**config.mk**
```make
export PLATFORM = sky130hd
export DESIGN_NAME = first_fit_extent_allocator
export DESIGN_NICKNAME = d
export VERILOG_FILES = /design/src/hw/rtl/ffea_pkg.sv /design/src/hw/rtl/first_fit_extent_allocator.sv
export SDC_FILE = /design/constraint.sdc
export NUM_CORES = 1
export LEC_CHECK = 0
export BUFFER_PORTS_ARGS = -buffer_cell sky130_fd_sc_hd__buf_4
export CORE_MARGIN = 2
export CORE_UTILIZATION = 45
export CTS_CLUSTER_SIZE = 25
export DETAILED_ROUTE_END_ITERATION = 12
export PLACE_DENSITY = 0.68
export SLEW_MARGIN = 20
export SYNTH_ARGS = -nofsm -noshare
export SYNTH_HDL_FRONTEND = slang
export SYNTH_SLANG_ARGS = --single-unit
```
**constraint.sdc**
```tcl
create_clock -name i_clk -period 11.8 [get_ports i_clk]
set_input_delay 2.36 -clock i_clk [delete_from_list [all_inputs] [get_ports i_clk]]
set_output_delay 2.36 -clock i_clk [all_outputs]
set_load 0.05 [all_outputs]
```
**src/hw/rtl/ffea_pkg.sv**
```systemverilog
`timescale 1ns / 1ps
// Package for the first-fit extent allocator: sizes, request and status codes,
// sequencer states. Used by first_fit_extent_allocator.
package ffea_pkg;

    localparam int MAX_EXTENTS = 16;
    localparam int IDX_W       = $clog2(MAX_EXTENTS);
    localparam int CNT_W       = IDX_W + 1;
    localparam int HSUM_W      = 17 + CNT_W;

    localparam logic [15:0] CAPACITY_RESET = 16'd1024;

    typedef enum logic [1:0] {
        KIND_CREATE = 2'd0,
        KIND_DELETE = 2'd1,
        KIND_DEFRAG = 2'd2,
        KIND_NOP    = 2'd3
    } t_kind;

    typedef enum logic [2:0] {
        ST_OK       = 3'd0,
        ST_NO_ROOM  = 3'd1,
        ST_NO_FILE  = 3'd2,
        ST_DELETED  = 3'd3,
        ST_FULL     = 3'd4
    } t_status;

    typedef enum logic [1:0] {
        S_IDLE,
        S_SCAN,
        S_HOLE,
        S_DONE
    } t_state;

endpackage

```
**src/hw/rtl/first_fit_extent_allocator.sv**
```systemverilog
`timescale 1ns / 1ps
// First-fit extent allocator top level: extent table, scan sequencer, output register.
// Depends on ffea_pkg.

// One request walks the extent table (at most 16 extents), one table entry visited per
// cycle, first for the first-fit, lookup or compaction pass, then for the hole sum. A
// create that reuses an extent, or a delete that finds its file, ends its first pass
// early; a no-op skips it. o_stall is high while a request is in work; a finished
// result waits in the output register while the next request is taken.
module first_fit_extent_allocator (
    input  logic        i_clk,
    input  logic        i_rst_n,
    input  logic        i_cfg_wr_en,
    input  logic [15:0] i_cfg_wr_data,
    input  logic        i_valid,
    output logic        o_stall,
    input  logic [1:0]  i_kind,
    input  logic [15:0] i_size,
    input  logic [15:0] i_file_id,
    output logic        o_valid,
    input  logic        i_stall,
    output logic [2:0]  o_status,
    output logic [15:0] o_assigned_id,
    output logic [15:0] o_start_block,
    output logic [15:0] o_free_blocks,
    output logic [15:0] o_hole_total
);

    // extent table
    logic [15:0] r_start [ffea_pkg::MAX_EXTENTS];
    logic [15:0] r_end   [ffea_pkg::MAX_EXTENTS];
    logic [15:0] r_owner [ffea_pkg::MAX_EXTENTS];
    logic [ffea_pkg::MAX_EXTENTS-1:0] r_live, n_live;

    ffea_pkg::t_state r_state, n_state;
    ffea_pkg::t_kind  r_kind, n_kind;
    ffea_pkg::t_status r_st, n_st;

    logic [15:0] r_cap, r_free, n_free, r_next_id, n_next_id;
    logic [15:0] r_size, n_size, r_fid, n_fid, r_id, n_id, r_sb, n_sb;
    logic [15:0] r_bound, n_bound;
    logic [ffea_pkg::CNT_W-1:0] r_count, n_count, r_idx, n_idx;
    logic [ffea_pkg::HSUM_W-1:0] r_hsum, n_hsum;
    logic        n_out_load;

    logic        w_en;
    logic [ffea_pkg::IDX_W-1:0] w_addr;
    logic [15:0] w_start, w_end, w_owner;
    logic        w_owner_en;

    logic [ffea_pkg::IDX_W-1:0] ix;
    logic [15:0] cur_start, cur_end, cur_owner, cur_len;
    logic        cur_live, at_end;
    logic [16:0] free_add, app_end;
    logic [15:0] free_take;
    logic [15:0] gap, lenh;

    assign ix        = r_idx[ffea_pkg::IDX_W-1:0];
    assign cur_start = r_start[ix];
    assign cur_end   = r_end[ix];
    assign cur_owner = r_owner[ix];
    assign cur_live  = r_live[ix];
    assign cur_len   = cur_end - cur_start;
    assign at_end    = (r_idx == r_count);
    assign free_add  = {1'b0, r_free} + {1'b0, cur_len};
    assign free_take = (r_size > r_free) ? 16'd0 : r_free - r_size;
    assign app_end   = {1'b0, r_bound} + {1'b0, r_size};
    assign gap       = (r_idx != '0 && cur_start > r_bound) ? cur_start - r_bound : 16'd0;
    assign lenh      = cur_live ? 16'd0 : cur_len;

    assign o_stall = (r_state != ffea_pkg::S_IDLE);

    always_ff @(posedge i_clk) begin
        if (!i_rst_n) begin
            r_state   <= ffea_pkg::S_IDLE;
            r_cap     <= ffea_pkg::CAPACITY_RESET;
            r_free    <= ffea_pkg::CAPACITY_RESET;
            r_next_id <= '0;
            r_count   <= '0;
            r_live    <= '0;
            o_valid   <= 1'b0;
        end else begin
            r_state   <= n_state;
            r_free    <= n_free;
            r_next_id <= n_next_id;
            r_count   <= n_count;
            r_live    <= n_live;
            if (i_cfg_wr_en) begin
                r_cap <= i_cfg_wr_data;
            end
            if (n_out_load) begin
                o_valid <= 1'b1;
            end else if (!i_stall) begin
                o_valid <= 1'b0;
            end
        end
    end

    always_ff @(posedge i_clk) begin
        r_kind  <= n_kind;
        r_size  <= n_size;
        r_fid   <= n_fid;
        r_st    <= n_st;
        r_id    <= n_id;
        r_sb    <= n_sb;
        r_bound <= n_bound;
        r_idx   <= n_idx;
        r_hsum  <= n_hsum;
        if (w_en) begin
            r_start[w_addr] <= w_start;
            r_end[w_addr]   <= w_end;
        end
        if (w_owner_en) begin
            r_owner[w_addr] <= w_owner;
        end
        if (n_out_load) begin
            o_status      <= r_st;
            o_assigned_id <= r_id;
            o_start_block <= r_sb;
            o_free_blocks <= r_free;
            o_hole_total  <= (r_hsum > ffea_pkg::HSUM_W'(16'hFFFF)) ? 16'hFFFF
                                                                    : r_hsum[15:0];
        end
    end

    always_comb begin
        n_state    = r_state;
        n_kind     = r_kind;
        n_size     = r_size;
        n_fid      = r_fid;
        n_st       = r_st;
        n_id       = r_id;
        n_sb       = r_sb;
        n_bound    = r_bound;
        n_idx      = r_idx;
        n_hsum     = r_hsum;
        n_free     = r_free;
        n_next_id  = r_next_id;
        n_count    = r_count;
        n_live     = r_live;
        n_out_load = 1'b0;
        w_en       = 1'b0;
        w_owner_en = 1'b0;
        w_addr     = ix;
        w_start    = cur_start;
        w_end      = cur_end;
        w_owner    = r_next_id;

        unique case (r_state)
            ffea_pkg::S_IDLE: begin
                if (i_valid) begin
                    n_kind  = ffea_pkg::t_kind'(i_kind);
                    n_size  = i_size;
                    n_fid   = i_file_id;
                    n_st    = ffea_pkg::ST_OK;
                    n_id    = '0;
                    n_sb    = '0;
                    n_bound = '0;
                    n_idx   = '0;
                    if (ffea_pkg::t_kind'(i_kind) == ffea_pkg::KIND_CREATE) begin
                        n_next_id = r_next_id + 16'd1;
                    end
                    n_state = ffea_pkg::S_SCAN;
                end
            end
            ffea_pkg::S_SCAN: begin
                if (at_end || r_kind == ffea_pkg::KIND_NOP) begin
                    n_idx   = '0;
                    n_hsum  = '0;
                    n_state = ffea_pkg::S_HOLE;
                    if (r_kind == ffea_pkg::KIND_CREATE) begin
                        // no freed extent fits: try to append after the last one
                        if (r_size >= r_free) begin
                            n_st = ffea_pkg::ST_NO_ROOM;
                        end else if (r_count == ffea_pkg::CNT_W'(ffea_pkg::MAX_EXTENTS)) begin
                            n_st = ffea_pkg::ST_FULL;
                        end else if (app_end > {1'b0, r_cap}) begin
                            n_st = ffea_pkg::ST_NO_ROOM;
                        end else begin
                            w_en       = 1'b1;
                            w_owner_en = 1'b1;
                            w_addr     = r_count[ffea_pkg::IDX_W-1:0];
                            w_start    = r_bound;
                            w_end      = app_end[15:0];
                            n_live[r_count[ffea_pkg::IDX_W-1:0]] = 1'b1;
                            n_count    = r_count + 1'b1;
                            n_free     = free_take;
                            n_id       = r_next_id;
                            n_sb       = r_bound;
                        end
                    end else if (r_kind == ffea_pkg::KIND_DELETE) begin
                        n_st = ffea_pkg::ST_NO_FILE;
                    end
                end else begin
                    n_idx = r_idx + 1'b1;
                    case (r_kind)
                        ffea_pkg::KIND_CREATE: begin
                            n_bound = cur_end;
                            if (!cur_live && cur_len >= r_size) begin
                                // reuse this hole, shrunk to the request
                                w_en       = 1'b1;
                                w_owner_en = 1'b1;
                                w_end      = cur_start + r_size;
                                n_live[ix] = 1'b1;
                                n_free     = free_take;
                                n_id       = r_next_id;
                                n_sb       = cur_start;
                                n_idx      = '0;
                                n_hsum     = '0;
                                n_state    = ffea_pkg::S_HOLE;
                            end
                        end
                        ffea_pkg::KIND_DELETE: begin
                            if (cur_owner == r_fid) begin
                                if (!cur_live) begin
                                    n_st = ffea_pkg::ST_DELETED;
                                end else begin
                                    n_live[ix] = 1'b0;
                                    n_free = free_add[16] ? 16'hFFFF : free_add[15:0];
                                end
                                n_idx   = '0;
                                n_hsum  = '0;
                                n_state = ffea_pkg::S_HOLE;
                            end
                        end
                        default: begin
                            // compaction: slide this extent down to the bound
                            if (r_idx != '0 && cur_start != r_bound) begin
                                w_en    = 1'b1;
                                w_start = r_bound;
                                w_end   = r_bound + cur_len;
                                n_bound = r_bound + cur_len;
                            end else begin
                                n_bound = cur_end;
                            end
                        end
                    endcase
                end
            end
            ffea_pkg::S_HOLE: begin
                if (at_end) begin
                    n_state = ffea_pkg::S_DONE;
                end else begin
                    n_hsum  = r_hsum + ffea_pkg::HSUM_W'(lenh) + ffea_pkg::HSUM_W'(gap);
                    n_bound = cur_end;
                    n_idx   = r_idx + 1'b1;
                end
            end
            ffea_pkg::S_DONE: begin
                if (!o_valid || !i_stall) begin
                    n_out_load = 1'b1;
                    n_state    = ffea_pkg::S_IDLE;
                end
            end
            default: n_state = ffea_pkg::S_IDLE;
        endcase
    end

    a_count_bound: assert property (@(posedge i_clk) disable iff (!i_rst_n)
        r_count <= ffea_pkg::CNT_W'(ffea_pkg::MAX_EXTENTS))
        else $error("extent count beyond table depth");

    a_accept_starts: assert property (@(posedge i_clk) disable iff (!i_rst_n)
        (i_valid && !o_stall) |=> (r_state == ffea_pkg::S_SCAN))
        else $error("accepted beat did not start a scan");

    a_done_loads: assert property (@(posedge i_clk) disable iff (!i_rst_n)
        (r_state == ffea_pkg::S_DONE && (!o_valid || !i_stall)) |=> o_valid)
        else $error("finished result not presented");

    a_status_code: assert property (@(posedge i_clk) disable iff (!i_rst_n)
        o_valid |-> (o_status <= 3'd4))
        else $error("status code out of range");

endmodule
```
Word level (Yosys, flattened, before mapping)
Memory sizes are Yosys's and may differ from the RTL's. A register that Yosys moved wholly into a read port is not among the register bits. Cells that the tools add are included.

Eq/ne operators: 36. $lt $le $gt $ge: 10. Bitwise logic cells: 7. Divide/modulo/power cells: 0. Multipliers: 0. $add $sub $neg: 12. Reduce and logical (&&, ||, !) cells: 30. Muxes and demuxes: 127. Shifts and indexed selects: 0.

Operators by type and width (number): two-way mux 16 bit (53); case mux 16 bit (2 select lines) (6); two-way mux 22 bit (4); case mux 22 bit (2 select lines) (2); case mux 16 bit (3 select lines) (1); subtractor 16 bit (3); adder 22 x 16 -> 22 bit (2); two-way mux 4 bit (9); adder 16 x 16 -> 17 bit (2); adder 16 bit (2); greater-or-equal comparator 16 bit (2); greater-than comparator 16 bit (2); OR 16 bit (2); two-way mux 3 bit (10); inequality test 3 bit, second input constant (9); two-way mux 5 bit (5); greater-than comparator 22 x 16 -> 1 bit, second input constant (1); two-way mux 1 bit (22); inequality test 2 bit, second input constant (10); greater-than comparator 17 x 16 -> 1 bit (1); adder 16 x 1 -> 16 bit, second input constant (1); AND 16 bit (1); == test 16 bit (1); inequality test 16 bit (1); 36 further kinds (70).

Output and inout port bits: 69. Memories: 3. Latch bits: 0. Bits of input ports: 55. Logic and storage cells: 246. RAM bits: 768. Register bits after elaboration: 251. Bits in read-only memories: 0.

Memories: r_end (depth 16, width 16, read ports 1, clocked after memory_dff 1, write ports 1, RTL line first_fit_extent_allocator.sv:31) `logic [15:0] r_end [ffea_pkg::MAX_EXTENTS];`; r_owner (depth 16, width 16, read ports 1, clocked after memory_dff 1, write ports 1, RTL line first_fit_extent_allocator.sv:32) `logic [15:0] r_owner [ffea_pkg::MAX_EXTENTS];`; r_start (depth 16, width 16, read ports 1, clocked after memory_dff 1, write ports 1, RTL line first_fit_extent_allocator.sv:30) `logic [15:0] r_start [ffea_pkg::MAX_EXTENTS];`.

Longest topological paths before layout
Gate-level depths: netlist (run 1).

Depth after elaboration: 10. Mapped depth: 38. Gate-level depth less buffers: 29.

Least setup slack after synthesis (run 1)
No wires, ideal clock.

Path type: register to register. Start: reg (tool-made name). End: reg r_hsum[17] (netlist bit) (data pin). Stages on the path, launching flop included: 37. Path buffers: 8. Setup time: 0.255 ns. Data required time: 11.545 ns. Arrival time: 8.812 ns. Period minus slack after synthesis: 9.067 ns. Path slack: 2.733 ns. Cells stage by stage: dfxtp_1 -> buf_2 -> buf_2 -> buf_2 -> buf_2 -> buf_2 -> buf_2 -> mux4_2 -> mux4_2 -> inv_1 -> ha_1 -> inv_1 -> fa_1 -> a21o_1 -> a21oi_1 -> o21bai_1 -> a31o_2 -> a211o_1 -> a21oi_1 -> o21ai_0 -> nand2b_1 -> clkbuf_1 -> clkbuf_1 -> nor2_1 -> fa_1 -> ha_1 -> fa_1 -> a21oi_1 -> o21bai_1 -> a21o_1 -> o311a_1 -> a311o_1 -> o31ai_1 -> o211ai_1 -> o21a_1 -> nor3_1 -> and3b_1.

RTL lines: end signal: assignment (RTL line first_fit_extent_allocator.sv:108) `r_hsum <= n_hsum;`; end: declaration (RTL line first_fit_extent_allocator.sv:43) `logic [ffea_pkg::HSUM_W-1:0] r_hsum, n_hsum;`.

==> results of run 1 <==
[layer usage]
metal  up-vias  share of wire [%]  global-route usage (%)
met5         -              0.011                       0
met4         2                2.4                   6.028
met3       180                9.1                   4.486
met2      1287                 46                   34.09
met1     14260                 43                   33.24
li1      12430                  -                       -
[cells by family (layout without fill, tap and decap cells)]
family / count (synthesis) / after routing / synth area share, %
flops: 1023 / 1023 / 62.96
xor+xnor: 157 / 157 / 2.890
mux: 312 / 312 / 12.65
simple gates: 656 / 656 / 6.916
fa+ha+maj: 194 / 194 / 5.480
compound gates: 500 / 500 / 6.921
buf+inv: 244 / 509 / 2.180
[stage by stage]
stage / setup WS [ps] / hold slack (ps) / cell area, sq um
3_3_place_gp: 3059 / 402.3 / 50540
3_5_place_dp: 2927 / 404.5 / 50540
2_1_floorplan: 2733 / 400.3 / 47580
5_1_grt: 2459 / 426.0 / 54090
4_1_cts: 2952 / 419.6 / 54060
6_report: 2900 / 417.5 / 54090
[layout make-up]
| type | count | area [sq um] | area share (%) |
|---|---|---|---|
| flip-flops and latches | 1023 | 29970 | 55.42 |
| multi-input cells | 1819 | 16880 | 31.20 |
| clock buffers | 128 | 2740 | 5.066 |
| well taps | 1391 | 1740 | 3.218 |
| repair buffers | 204 | 1544 | 2.855 |
| clock inverters | 62 | 782.0 | 1.446 |
| inverters | 115 | 431.7 | 0.7981 |
[sequential cells by signal, summed over array words and instances, names as in the netlist, 22 cells and up, named ones only]
name,cells
r_end,256
r_hsum,22
r_owner,256
r_start,256
[placed cells by master, fill, tap and decap left out, types with 54 or more instances in the layout]
cell | Yosys | layout
a21oi_1 | 126 | 124
and2_1 | 75 | 74
buf_4 | 4 | 203
clkbuf_16 | 0 | 102
dfxtp_1 | 76 | 72
edfxtp_1 | 947 | 947
ha_1 | 170 | 170
inv_1 | 114 | 114
mux2i_1 | 60 | 60
mux4_2 | 226 | 226
nand2_1 | 156 | 156
nand3_1 | 54 | 54
nor2_1 | 140 | 122
nor2b_1 | 54 | 54
o21ai_0 | 108 | 105
xnor2_1 | 101 | 101
xor2_1 | 56 | 56
[worst paths after layout]
check	from	end	cells past startpoint
max	register	r_hsum[17]	26
min	r_st[1]	o_status[1]	0
max reg2reg	register	r_hsum[17]	26
min reg2reg	r_st[1]	o_status[1]	0
[critical path, cell delays in order, from the launching register on]
cell and delay, ps:
dfxtp_4 800, buf_4 620, mux4_2 400, mux4_2 630
fa_1 460, a21o_1 180, a21oi_1 210, o21bai_1 120
a31o_2 290, a211o_1 260, a21oi_1 260, o21ai_0 130
nand2b_1 500, nor2_1 130, fa_1 460, ha_1 230
fa_1 460, a21oi_1 150, o21bai_1 100, a21o_1 210
o311a_1 330, a311o_1 400, o31ai_1 450, o211ai_1 270
o21a_1 240, nor3_1 130, and3b_1 190
==> results by group, run 1 <==
Timing
  • # setup viols final: 0
  • Max_slew headroom: 33.85%
  • Fin. Hold Viols: 0
  • Clock Skew: 70.72 ps
  • Tcrit/Tclk final: 75.42%
  • RSZ-0062 raised after global routing: false
  • Final setup TNS: 0 ps
  • Worst slew pin tran: 967.2 ps
  • Max-slew violations: 0
  • Max Freq: 112.4 MHz
  • Fin crit period: 8900 ps

Cells and area
  • Area Overhead vs Synth: 13.67%
  • Final std cells w/o fill: 4742
  • Antenna fix cells: 0
  • Fillers: 8539
  • Fraction of layout cells with a size suffix above 1: 20.59%
  • Core Util, Final: 51.45%
  • Final nets: 3514

GRT
  • Overflow after GRT: 0
  • First-pass GRT wire length: 179.7 mm
  • Vias in the first global route: 27200
  • GRT Total Usage: 22.48%
  • Initial antenna violation count: 2
  • Largest net degree at the start of global routing: 82

Detailed routing
  • Vias per inst: 5.938
  • Final WL: 122.4 mm
  • DR pass1 iterations: 9
  • Wire per inst: 25.81 um
  • Antenna-violating nets left: 0
  • DRC violations left: 0
  • Drt initial violations: 3569
  • Vias: 28160

Floorplanning
  • # IOs: 124
  • Starting density of the core: 45.27%
  • Full die area: 108400 sq um
  • Die H: 329.2 um
  • Core area: 105100 sq um
  • Rows: 119
  • Die W: 329.2 um

Run status
  • Result of the run: complete, no violations

Yosys
  • Sequential cell area fraction in the yosys report: 62.96%
  • Post-synth EDFFs: 947
  • Synth top cells by count: edfxtp_1 (947), mux4_2 (226), ha_1 (170), nand2_1 (156), nor2_1 (140)
  • Synth Flop Type: edfxtp_1
  • Syn Area/Cell: 15.42 sq um
  • Post-synthesis cell area: 47580 sq um
  • Netlist cell types: 80
  • Seq cells post-synth: 1023
  • Synthesis warning total: 0
  • Synth Net Count: 3335
  • Post-synth top area cell: edfxtp_1
  • Mapped Cells: 3086
  • Count leader, synth: edfxtp_1
  • FFs w/ async S/R, synth: 0%
  • Yosys top cell area share: 59.76%
  • Ranking of synthesized cells by area: edfxtp_1 (60%), mux4_2 (11%), ha_1 (4.5%)

Worst setup path
  • Worst R2R Setup Slack: 2900 ps
  • Crit path capture type: register
  • CP max FO: 49
  • Crit path DAT: 9380 ps
  • Critical Path Start Type: register
  • CP Data Required Time: 12280 ps
  • Worst Setup Path Type: register to register

Clock tree
  • TritonCTS buffer count: 102
  • CTS tree: yes
  • CTS max path bufs: 3
  • H-tree depth: 3
  • Clock sink count: 1023
  • Postcts setup bufs: 0
  • Worst-path clk slew: 60 ps
  • Clock latency at the later pin of the worst-skew pair: 730 ps
  • Root Buffer: clkbuf_16
  • Cells resized by post-CTS repair: 0
  • # hold bufs at CTS: 0

Run
  • Max_cap viols: 0

Min path
  • Worst hold path type: register to register

Placed design
  • DP Cell Count: 4552
  • PortBufs: 123
  • Detailed Place HPWL: 79.49 mm
  • Placer Congestion: 0.9453
Power of run 1 is left out: the tool's default activity adds up to more than one toggle a clock period on the data nets, which glitch-free logic cannot reach.
==> inputs of run 2 (changes only) <==
==> constraint.sdc (replaced) <==
create_clock -name i_clk -period 9 [get_ports i_clk]
set_input_delay 1.8 -clock i_clk [delete_from_list [all_inputs] [get_ports i_clk]]
set_output_delay 1.8 -clock i_clk [all_outputs]
set_load 0.05 [all_outputs]
==> results by group, run 2 (synthesized netlist as in run 1, its figures left out) <==
Worst setup path
  • Ordered cell list for the critical path: buf_4 > buf_4 > mux4_2 > mux4_2 > ha_1 > nor4_1 > o2111a_1 > nor2_1 > a21oi_1 > nor2b_1 > nor2_1 > xnor2_1 > ha_1 > nand4_1 > nor2_1 > o2111ai_1 > o21a_1 > nor3_2 > buf_4 > nor3_1 > nor2_1 > nand3_1 > nor2_4 > buf_12
  • Worst Setup Path Type: register to register
  • Crit path DAT: 8530 ps (-850 ps)
  • Worst Reg-to-Reg Cells: 24 (-7.7%)
  • Crit. path cell count: 24 (-7.7%)
  • Crit path capture type: register
  • CP max FO: 48 (-2.0%)
  • Worst path top cell family by delay: simple AND/OR/NAND/NOR gates
  • Max incr delay on CP: 800 ps (about the same)
  • CP Data Required Time: 9360 ps (-2920 ps)
  • Critical Path Start Type: register
  • Crit path max-delay cell type: dfxtp_4
  • Buf+Inv Stages, Crit Path: 4 (+3)
  • Cell mode on critical path: nor2_1

Floorplanning
  • # IOs: 124 (unchanged)
  • Die H: 329.2 um (unchanged)
  • Die W: 329.2 um (unchanged)
  • Full die area: 108400 sq um (unchanged)
  • Rows: 119 (unchanged)
  • Starting density of the core: 45.27% (unchanged)
  • Core area: 105100 sq um (unchanged)

GRT
  • Overflow after GRT: 0 (unchanged)
  • GRT Total Usage: 22.90% (+0.42 points)
  • First-pass GRT wire length: 183.0 mm (+1.8%)
  • Initial antenna violation count: 1 (-1)
  • Vias in the first global route: 27770 (+2.1%)
  • Largest net degree at the start of global routing: 83 (+1.2%)

Cells and area
  • Core Util, Final: 51.57% (+0.12 points)
  • Biggest regs: r_end x256, r_owner x256, r_start x256
  • Fraction of layout cells with a size suffix above 1: 20.78% (+0.19 points)
  • Final nets: 3531 (+0.48%)
  • Antenna fix cells: 0 (unchanged)
  • Leading cell type in the layout, fill and taps excluded: edfxtp_1
  • Area Overhead vs Synth: 13.93%
  • Fillers: 8601 (+0.73%)
  • Most frequent cells in the layout: edfxtp_1 (947), mux4_2 (226), buf_4 (212)

Clock tree
  • # hold bufs at CTS: 0 (unchanged)
  • H-tree depth: 3 (unchanged)
  • CTS max path bufs: 3 (unchanged)
  • Clock sink count: 1023 (unchanged)
  • CTS tree: yes
  • Root Buffer: clkbuf_16
  • Worst-path clk slew: 60 ps (about the same)
  • Postcts setup bufs: 0 (unchanged)
  • Cells resized by post-CTS repair: 0 (unchanged)
  • Clock latency at the later pin of the worst-skew pair: 710 ps (-20 ps)
  • TritonCTS buffer count: 102 (unchanged)

Run
  • Max_cap viols: 0 (unchanged)

Timing
  • Fin. Hold Viols: 0 (unchanged)
  • # setup viols final: 0 (unchanged)
  • Max Freq: 122.5 MHz (+9.0%)
  • Clock Skew: 47.36 ps (-23.36 ps)
  • Final setup TNS: 0 ps (unchanged)
  • RSZ-0062 raised after global routing: false
  • Worst slew pin tran: 1242 ps (+274.4 ps)
  • Max-slew violations: 0 (unchanged)
  • Max_slew headroom: 15.09% (-19 points)
  • Fin crit period: 8163 ps (-737.1 ps)
  • Tcrit/Tclk final: 90.70% (+15 points)

Detailed routing
  • Vias per inst: 5.951 (+0.21%)
  • DRC violations left: 1 (+1)
  • Final WL: 124.3 mm (+1.6%)
  • Wire per inst: 26.15 um (+1.3%)
  • Vias: 28300 (+0.49%)
  • Antenna-violating nets left: 0 (unchanged)
  • Drt initial violations: 3234 (-9.4%)
  • DR pass1 iterations: 11 (+2)

Min path
  • Hold depth: 0 (unchanged)
  • Worst hold path type: register to register
  • Hold wc startpoint: r_id[11]

Placed design
  • Placer Congestion: 0.9499 (+0.49%)
  • PortBufs: 123 (unchanged)
  • Detailed Place HPWL: 83.14 mm (+4.6%)

Run status
  • Result of the run: complete, but fails checks
  • Failing checks: design-rule violations
[run 2: changes by cell type in the layout (fill, tap and decap cells not counted), sizes merged]
cell      previous run  this run
clkbuf             128       134
clkinvlp             3         2
inv                115       118
buf                204       221
clkinv              47        35
[run 2: per-layer routing]
metal	routed length [um]	GRT usage, %
met1	53380	32.91
met5	13	0
met2	56070	34.84
met4	4075	8.123
met3	10800	4.661
[run 2: layout make-up]
type	instances	area, sq um	area share (%)
tap	1391	1740	3.210
clock inverter	52	680.7	1.256
timing repair buffer	221	1772	3.268
multi-input combinational	1819	16860	31.10
inverter	115	431.7	0.7963
clock buffer	134	2754	5.080
sequential	1023	29970	55.29
[run 2: final timing paths]
kind / slack, ps / endpoint
setup reg to reg: 840 / r_end[4][12]
setup / recovery: 840 / r_end[4][12]
hold / removal: 420 / o_assigned_id[11]
hold reg to reg: 420 / o_assigned_id[11]
[run 2: metrics by stage]
| step | instances | hold WS (ps) | area, sq um | worst slack (ps) |
|---|---|---|---|---|
| finish | 4755 | 417.9 | 54210 | 837.3 |
| global placement | 4569 | 401.5 | 50770 | 956.7 |
| global route | 4755 | 423.0 | 54210 | 318.2 |
| detailed placement | 4569 | 405.2 | 50770 | 863.0 |
| CTS | 4755 | 418.9 | 54200 | 865.9 |
| floorplan | 3086 | 400.3 | 47590 | 29.38 |
Power of run 2 is left out for the same reason.
